**src/design/square_matrix_multiply_defines.svh**
```systemverilog
// Assertion macros shared by the square matrix multiply design.
`ifndef SQUARE_MATRIX_MULTIPLY_DEFINES_SVH
`define SQUARE_MATRIX_MULTIPLY_DEFINES_SVH

// Consequent must hold in the same cycle as the antecedent.
`define SMM_ASSERT_SAME(label, ante, cons, msg) \
    label: assert property (@(posedge aclk) disable iff (!aresetn) (ante) |-> (cons)) \
        else $error(msg);

// Consequent must hold in the cycle after the antecedent.
`define SMM_ASSERT_NEXT(label, ante, cons, msg) \
    label: assert property (@(posedge aclk) disable iff (!aresetn) (ante) |=> (cons)) \
        else $error(msg);

`endif

```
**src/design/smm_pkg.sv**
```systemverilog
// Shared types and constants for the square matrix multiply block.
`timescale 1ns / 1ps
`default_nettype none

package smm_pkg;

    // Operation codes carried in the input tuser
    localparam logic [1:0] OP_WRITE_A = 2'd0;
    localparam logic [1:0] OP_WRITE_B = 2'd1;
    localparam logic [1:0] OP_READ    = 2'd2;

    localparam int OP_W    = 2;
    localparam int INDEX_W = 6;
    localparam int VALUE_W = 16;
    localparam int SIZE_W  = 7;
    localparam int OUT_W   = 38;

    // Controller to datapath
    typedef struct packed {
        logic write_a;
        logic write_b;
        logic start;
        logic issue;
        logic load_out;
    } smm_cmd_t;

    // Datapath to controller
    typedef struct packed {
        logic in_range;
        logic last_k;
        logic pipe_busy;
    } smm_status_t;

endpackage

`default_nettype wire

```
**src/design/smm_ctrl.sv**
```systemverilog
// Controller state machine sequencing writes, dot-product runs and result hand-off.
`timescale 1ns / 1ps
`default_nettype none

module smm_ctrl (
    input  wire logic                     aclk,
    input  wire logic                     aresetn,
    input  wire logic                     s_tvalid,
    output logic                          s_tready,
    input  wire logic [smm_pkg::OP_W-1:0] op,
    output logic                          m_tvalid,
    input  wire logic                     m_tready,
    input  wire smm_pkg::smm_status_t     status,
    output smm_pkg::smm_cmd_t             cmd
);

    localparam logic [1:0] ST_IDLE   = 2'd0;
    localparam logic [1:0] ST_RUN    = 2'd1;
    localparam logic [1:0] ST_DRAIN  = 2'd2;
    localparam logic [1:0] ST_FINISH = 2'd3;

    logic [1:0] state_reg;
    logic [1:0] state_next;
    logic       m_tvalid_reg;
    logic       m_tvalid_next;
    logic       accept;

    assign s_tready = (state_reg == ST_IDLE);
    assign accept   = s_tvalid && s_tready;
    assign m_tvalid = m_tvalid_reg;

    always_comb begin
        cmd.write_a  = accept && (op == smm_pkg::OP_WRITE_A);
        cmd.write_b  = accept && (op == smm_pkg::OP_WRITE_B);
        cmd.start    = accept && (op == smm_pkg::OP_READ);
        cmd.issue    = (state_reg == ST_RUN);
        cmd.load_out = (state_reg == ST_FINISH) && (!m_tvalid_reg || m_tready);
    end

    always_comb begin
        state_next = state_reg;
        unique case (state_reg)
            ST_IDLE: begin
                if (cmd.start) begin
                    // out-of-range reads skip straight to a zero result
                    state_next = status.in_range ? ST_RUN : ST_FINISH;
                end
            end
            ST_RUN: begin
                if (status.last_k) begin
                    state_next = ST_DRAIN;
                end
            end
            ST_DRAIN: begin
                if (!status.pipe_busy) begin
                    state_next = ST_FINISH;
                end
            end
            ST_FINISH: begin
                if (cmd.load_out) begin
                    state_next = ST_IDLE;
                end
            end
            default: begin
                state_next = ST_IDLE;
            end
        endcase
    end

    always_comb begin
        if (cmd.load_out) begin
            m_tvalid_next = 1'b1;
        end else if (m_tready) begin
            m_tvalid_next = 1'b0;
        end else begin
            m_tvalid_next = m_tvalid_reg;
        end
    end

    always_ff @(posedge aclk) begin
        if (!aresetn) begin
            state_reg    <= ST_IDLE;
            m_tvalid_reg <= 1'b0;
        end else begin
            state_reg    <= state_next;
            m_tvalid_reg <= m_tvalid_next;
        end
    end

endmodule

`default_nettype wire

```
**config.mk**
```make
export PLATFORM = sky130hd
export DESIGN_NAME = smm_ctrl
export DESIGN_NICKNAME = d
export VERILOG_FILES = /design/src/design/square_matrix_multiply_defines.svh /design/src/design/smm_pkg.sv /design/src/design/smm_ctrl.sv
export SDC_FILE = /design/constraint.sdc
export NUM_CORES = 1
export LEC_CHECK = 0
export ABC_AREA = 1
export BUFFER_PORTS_ARGS = -buffer_cell sky130_fd_sc_hd__buf_2
export CAP_MARGIN = 10
export CELL_PAD_IN_SITES_DETAIL_PLACEMENT = 0
export CELL_PAD_IN_SITES_GLOBAL_PLACEMENT = 1
export CORE_AREA = 3 3 40 42
export DETAILED_ROUTE_END_ITERATION = 8
export DIE_AREA = 0 0 43 45
export HOLD_SLACK_MARGIN = 0.02
export PLACE_DENSITY_LB_ADDON = 0.1
export SLEW_MARGIN = 20
export SYNTH_ARGS = -nofsm -noshare
export SYNTH_HDL_FRONTEND = slang
export SYNTH_SLANG_ARGS = --single-unit
export TNS_END_PERCENT = 100
```
**constraint.sdc**
```tcl
create_clock -name aclk -period 1.6 [get_ports aclk]
set_input_delay 0 -clock aclk [delete_from_list [all_inputs] [get_ports aclk]]
set_output_delay 0 -clock aclk [all_outputs]
set_load 0.02 [all_outputs]
```
* Word-level counts from Yosys, hierarchy flattened
Index checks and enable logic that the tools add are counted.
Word-level totals: bits in registers 3, output and inout port bits 7, input port bits 9, logic and storage cells 30
Cells by class: reductions and logical operators 11, multiplexer cells 8, eq/ne operators 9
Operators with widths (number):
- $mux W2 | 5
- $pmux W2 S4 | 1
- $eq A2 B2 Y1 const B | 3
- $ne A2 B2 Y1 const B | 3
- $logic_and A1 B1 Y1 | 5
- $eq A2 B1 Y1 const B | 2
- $logic_not A2 Y1 | 2
- $reduce_and A4 Y1 | 1
- $mux W1 | 2
- $ne A2 B1 Y1 const B | 1
- $reduce_bool A2 Y1 | 1
- $logic_not A1 Y1 | 1
- $logic_or A1 B1 Y1 | 1

* Logic depth before layout (Yosys ltp)
Gate-level depths: netlist of run 1.
depth after elaboration 5, mapped depth 9, depth with buffers taken out 9

* Least setup slack after synthesis of run 1
No wires, ideal clock.
kind reg-to-output, from reg state_reg[0], to out cmd[4] (netlist bit), path slack 250 ps, path buffers 0, data arrival time 1350 ps, stages on the path, launching flop included 5, cells stage by stage dfxtp_1 -> inv_1 -> ha_1 -> nand2_2 -> nor3_1
RTL lines:
- start, declared | line smm_ctrl.sv:22 | logic [1:0] state_reg;
- start signal, assigned | line smm_ctrl.sv:85 | state_reg <= state_next;
- end, declared | line smm_ctrl.sv:14 | output smm_pkg::smm_cmd_t cmd

==> results.cfg, run 1 <==
[grt]
use_met2_pct = 11.7
met1_usage_pct = 8.11
grt-ovfl-total = 0
top_usage_layer = met4
grt_pass1_wl_microns = 1070
use_met3_pct = 1.99
antenna_found_initial = 0
grt_pass1_vias = 289
globalRouteTotalUtil_pct = 8.22
grt_max_degree = 6

[timing]
tns_ps = 0
worstMarginPinSlew_ps = 225
drv_slew = 0
finalSetupViolCount = 0
timing.fmax_ghz = 0.730
period_share_pct = 85.6
rsz0062_at_grt = no
hold_ws_ps = 71.6
relSlewSlack_pct = 85.0
finClkSkew_ps = 4.18
layout_min_cycle_time_ps = 1370
hold_viol = 0

[die]
rows = 13
initial_core_util_pct = 23.1
core_area_sq_um = 1280
dieArea_sq_um = 1940
die-width_microns = 43
io_pins = 16
die_y_microns = 45

[yosys]
yosysSeqAreaShare_pct = 20.3
ys_seq_elements = 3
yosysTopAreaCell = dfxtp_1
synthMuxAreaShare_pct = 0
synth_top_family_by_area = simple AND/OR/NAND/NOR gates
synthSimpleGateAreaFrac_pct = 35.9
yosysTopAreaCellShare_pct = 20.3
ys_warn_count = 0
ys_types = 17
yosys.area_share.xor_xnor_pct = 0
syn_area_sq_um = 297
synth_cells = 45
synthAdderAreaFrac_pct = 16.9
synthTopCellsByArea = dfxtp_1, ha_1, nand2_1, inv_1, nand2_2
synth_compound_area_share_pct = 11.8
postSynthAreaPerCell_sq_um = 6.59
synth_fp_nets = 58

[cells_and_area]
fin_nets = 78
area.growth.synth_to_final_pct = 41.4
mostFrequentLayoutCells = buf_2, nand2_1, inv_1, nor2_1, ha_1
design_area_sq_um = 419
fillers = 160
fin_cells = 79
final_common_cell = buf_2
drive_gt1_share_pct = 42.2
largest_register_ffs = 2
antennaDiodeCount = 0

[power]
p_leak_uw = 0.000244
p_per_area_nw_per_um2 = 1300
peakVddDrop_mv = 0.393

[clock_network]
htree_num_levels = 1
cts_sinks = 3
cts-root-buf = clkbuf_4
cts_tree = yes
cts_buffers = 3
clk_pin_slew_ps = 40
postCtsSetupRepairBufs = 0
clk_latency_ps = 230
clk_path_buf_depth = 2

[placed_design]
hpwl_microns = 548
placed_area_sq_um = 383
io_buffers = 15
place_congestion = 0.643
numPlacedInstances = 74

[routing]
drc = 0
firstDrtPassIters = 3
drtIter0Drc = 3
detail_route.wl_per_cell_microns = 8.32
final_antenna_net_count = 0
routed_via_density = 4.01
via_count = 317
routed_wl_microns = 657

[run_status]
status = completed

[critical_path]
critical_path_class = flip-flop to output pin
crit_fanout = 5
critPathLaunchType = flip-flop
endpoint_kind = output pin
cp.required_ps = 1600
critPathArrivalTime_ps = 1370

[hold_path]
hp-class = primary input to flip-flop

[run]
maxCapViolations = 0
## cell type report
class	instances	area (sq um)	share of cell area, %
multi-input combinational	31	191	45.7
timing repair buffer	16	85.1	20.3
sequential	3	60.1	14.3
inverter	10	37.5	8.96
clock buffer	4	26.3	6.27
tap	15	18.8	4.48
## stage by stage
stage          setup WS (ps)  power, uW  utilization (%)
2_1_floorplan            250        347                -
3_3_place_gp             297        424             29.8
3_5_place_dp             283        417             29.8
4_1_cts                  208        560             32.6
5_1_grt                  101        614             32.6
6_report                 231        546             32.6
## power breakdown
group	internal, uW	switching [uW]
Clock	93.4	38.3
Combinational	116	188
Sequential	94.4	16.3
## worst paths after layout
| kind | end | start | slack (ps) | cells after the start |
|---|---|---|---|---|
| setup / recovery | cmd[2] | state_reg[0] | 230 | 7 |
| hold reg to reg | m_tvalid | m_tvalid | 530 | 2 |
| setup reg to reg | state_reg[1] | state_reg[0] | 300 | 8 |
| hold / removal | m_tvalid | m_tready | 70 | 4 |
## worst max-delay path: stages, from the launching register on
cell and delay [ps]:
dfxtp_1 320, inv_1 120, ha_1 290, nand2_2 100, inv_2 60, nand2_2 50
inv_1 50, buf_2 150
## cells by family (layout without fill, tap and decap cells)
logic type	after synthesis	after routing
buffers and inverters	11	30
adders and majority gates	4	4
AOI/OAI and AO/OA	5	5
and+or+nand+nor	22	22
DFF	3	3
## synth_stat cells
cell	count
a21boi_0	1
nor2_1	4
o21ai_2	1
buf_4	1
inv_1	8
a21oi_2	1
nand2_1	9
nand3_1	2
a21oi_1	2
dfxtp_1	3
nor2_4	1
nor2_2	1
inv_2	2
nor3_1	1
ha_1	4
nand4_1	1
nand2_2	3
## layer usage
metal / vias up / part of all wire [%]
li1: 172 / -
met4: 0 / 3.2
met2: 15 / 44
met5: - / 0
met3: 2 / 11
met1: 128 / 42
## repair_timing
action / 4_1_cts / 5_1_grt
hold endpoints to repair: 1 / 0
gates resized for setup: 0 / 0
hold buffers: 1 / 0
No activity file was read; power rests on OpenSTA's default activity.
==> inputs of run 2 (changes only) <==
--- a/config.mk
+++ b/config.mk
@@ -14,7 +14,7 @@
 export DETAILED_ROUTE_END_ITERATION = 8
 export DIE_AREA = 0 0 43 45
 export HOLD_SLACK_MARGIN = 0.02
-export PLACE_DENSITY_LB_ADDON = 0.1
+export PLACE_DENSITY = 0.7
 export SLEW_MARGIN = 20
 export SYNTH_ARGS = -nofsm -noshare
 export SYNTH_HDL_FRONTEND = slang
==> constraint.sdc (replaced) <==
create_clock -name aclk -period 1.6 [get_ports aclk]
set_input_delay 0.32 -clock aclk [delete_from_list [all_inputs] [get_ports aclk]]
set_output_delay 0.32 -clock aclk [all_outputs]
set_load 0.02 [all_outputs]
==> run 2 against run 1 <==
  * Cell area is 3.6% higher
  * Sequential cell count stayed put
  * Cell count is 1.3% lower
  * Non-clock buffer count is 1 lower
  * Worst setup slack worse by 150 ps
  * Sequential power is 5% higher
  * Via count is 3.5% lower
  * Critical endpoint unchanged
==> results.cfg, run 2 (synthesized netlist as in run 1, its figures left out) <==
[run]
maxCapViolations = 0

[run_status]
status = completed

[timing]
timing.fmax_ghz = 0.657
tns_ps = 0
relSlewSlack_pct = 91.2
hold_viol = 0
hold_ws_ps = 324
layout_min_cycle_time_ps = 1520
rsz0062_at_grt = no
finalSetupViolCount = 0
drv_slew = 0
period_share_pct = 95.1
finClkSkew_ps = 0.782
worstMarginPinSlew_ps = 132

[die]
core_area_sq_um = 1280
io_pins = 16
die_y_microns = 45
dieArea_sq_um = 1940
initial_core_util_pct = 23.1
rows = 13
die-width_microns = 43

[critical_path]
crit_fanout = 5
critical_path_class = flip-flop to output pin
cp_top_family = buffers and inverters
endpoint_kind = output pin
path_buf_inv = 4
cp.required_ps = 1280
crit_chain = inv_1 -> ha_4 -> nand2_4 -> inv_2 -> nand2_2 -> inv_1 -> buf_2
slowest_delay_ps = 330
critPathArrivalTime_ps = 1200
cpMaxStageDelayCell = dfxtp_2
critPathLaunchType = flip-flop
critPathMostFrequentCell = inv_1

[grt]
grt_pass1_vias = 254
grt_max_degree = 6
grt_pass1_wl_microns = 986
grt-ovfl-total = 0
globalRouteTotalUtil_pct = 7.24
antenna_found_initial = 0

[cells_and_area]
fin_nets = 77
final_common_cell = buf_2
drive_gt1_share_pct = 50.8
mostFrequentLayoutCells = buf_2, nand2_1, inv_1, nor2_1
fin_cells = 78
largest_register_ffs = 2
fillers = 147
area.growth.synth_to_final_pct = 46.4
antennaDiodeCount = 0

[power]
p_leak_uw = 0.000245
peakVddDrop_mv = 0.502
p_per_area_nw_per_um2 = 1350
finalPower_uw = 584

[routing]
routed_wl_microns = 594
routed_via_density = 3.92
detail_route.wl_per_cell_microns = 7.62
via_count = 306
drc = 0
drtIter0Drc = 4
firstDrtPassIters = 2
final_antenna_net_count = 0

[clock_network]
cts_sinks = 3
cts_buffers = 3
clk_pin_slew_ps = 40
cts_tree = yes
hold_buffers = 0
clk_path_buf_depth = 2
htree_num_levels = 1
clk_latency_ps = 230
postCtsSetupRepairBufs = 0
cts-root-buf = clkbuf_4

[placed_design]
hpwl_microns = 520
numPlacedInstances = 74
io_buffers = 15
place_congestion = 0.724

[hold_path]
hp-class = primary input to flip-flop
## run 2: what timing repair did
item,CTS,global route
hold endpoints to repair,0,0
endpoints found under the setup margin,3,2
gates resized for setup,4,2
## run 2: cell type report
class                      count  area [sq um]  area share, %
clock buffer                   4          26.3           6.05
inverter                      10          37.5           8.65
multi-input combinational     31           214           49.3
sequential                     3          62.6           14.4
tap                           15          18.8           4.32
timing repair buffer          15          75.1           17.3
## run 2: metal layers
metal	track usage [%]	share of wire, %	up-vias
li1	-	-	171
met4	1.81	0	0
met5	0	0	-
met3	6.37	9.9	0
met1	9.62	53	123
met2	8.38	37	12
## run 2: tightest hold or removal path, stage by stage
cell	delay, ps
buf_2	110
nand2_1	60
nor2_1	30
## run 2: per-stage QoR
stage               worst slack, ps  utilization (%)  cell area (sq um)
floorplan                      74.6                -                302
global placement                171             30.2                388
detailed placement              160             30.2                388
CTS                            23.6             33.3                428
global route                   5.24             33.8                434
finish                         78.7             33.8                434
## run 2: where the power goes
part	internal, uW	switching, uW
clock	93.5	40.1
combinational	138	196
sequential	98.0	19.0
total	329	255
## run 2: path summary, 6_finish.rpt
path	to	slack [ps]	cells after the start	startpoint
worst min-delay path	state_reg[1]	320	3	aresetn
worst max register to register	state_reg[1]	390	8	state_reg[1]
worst max-delay path	cmd[2]	80	7	state_reg[1]
worst min register to register	state_reg[1]	510	2	state_reg[1]
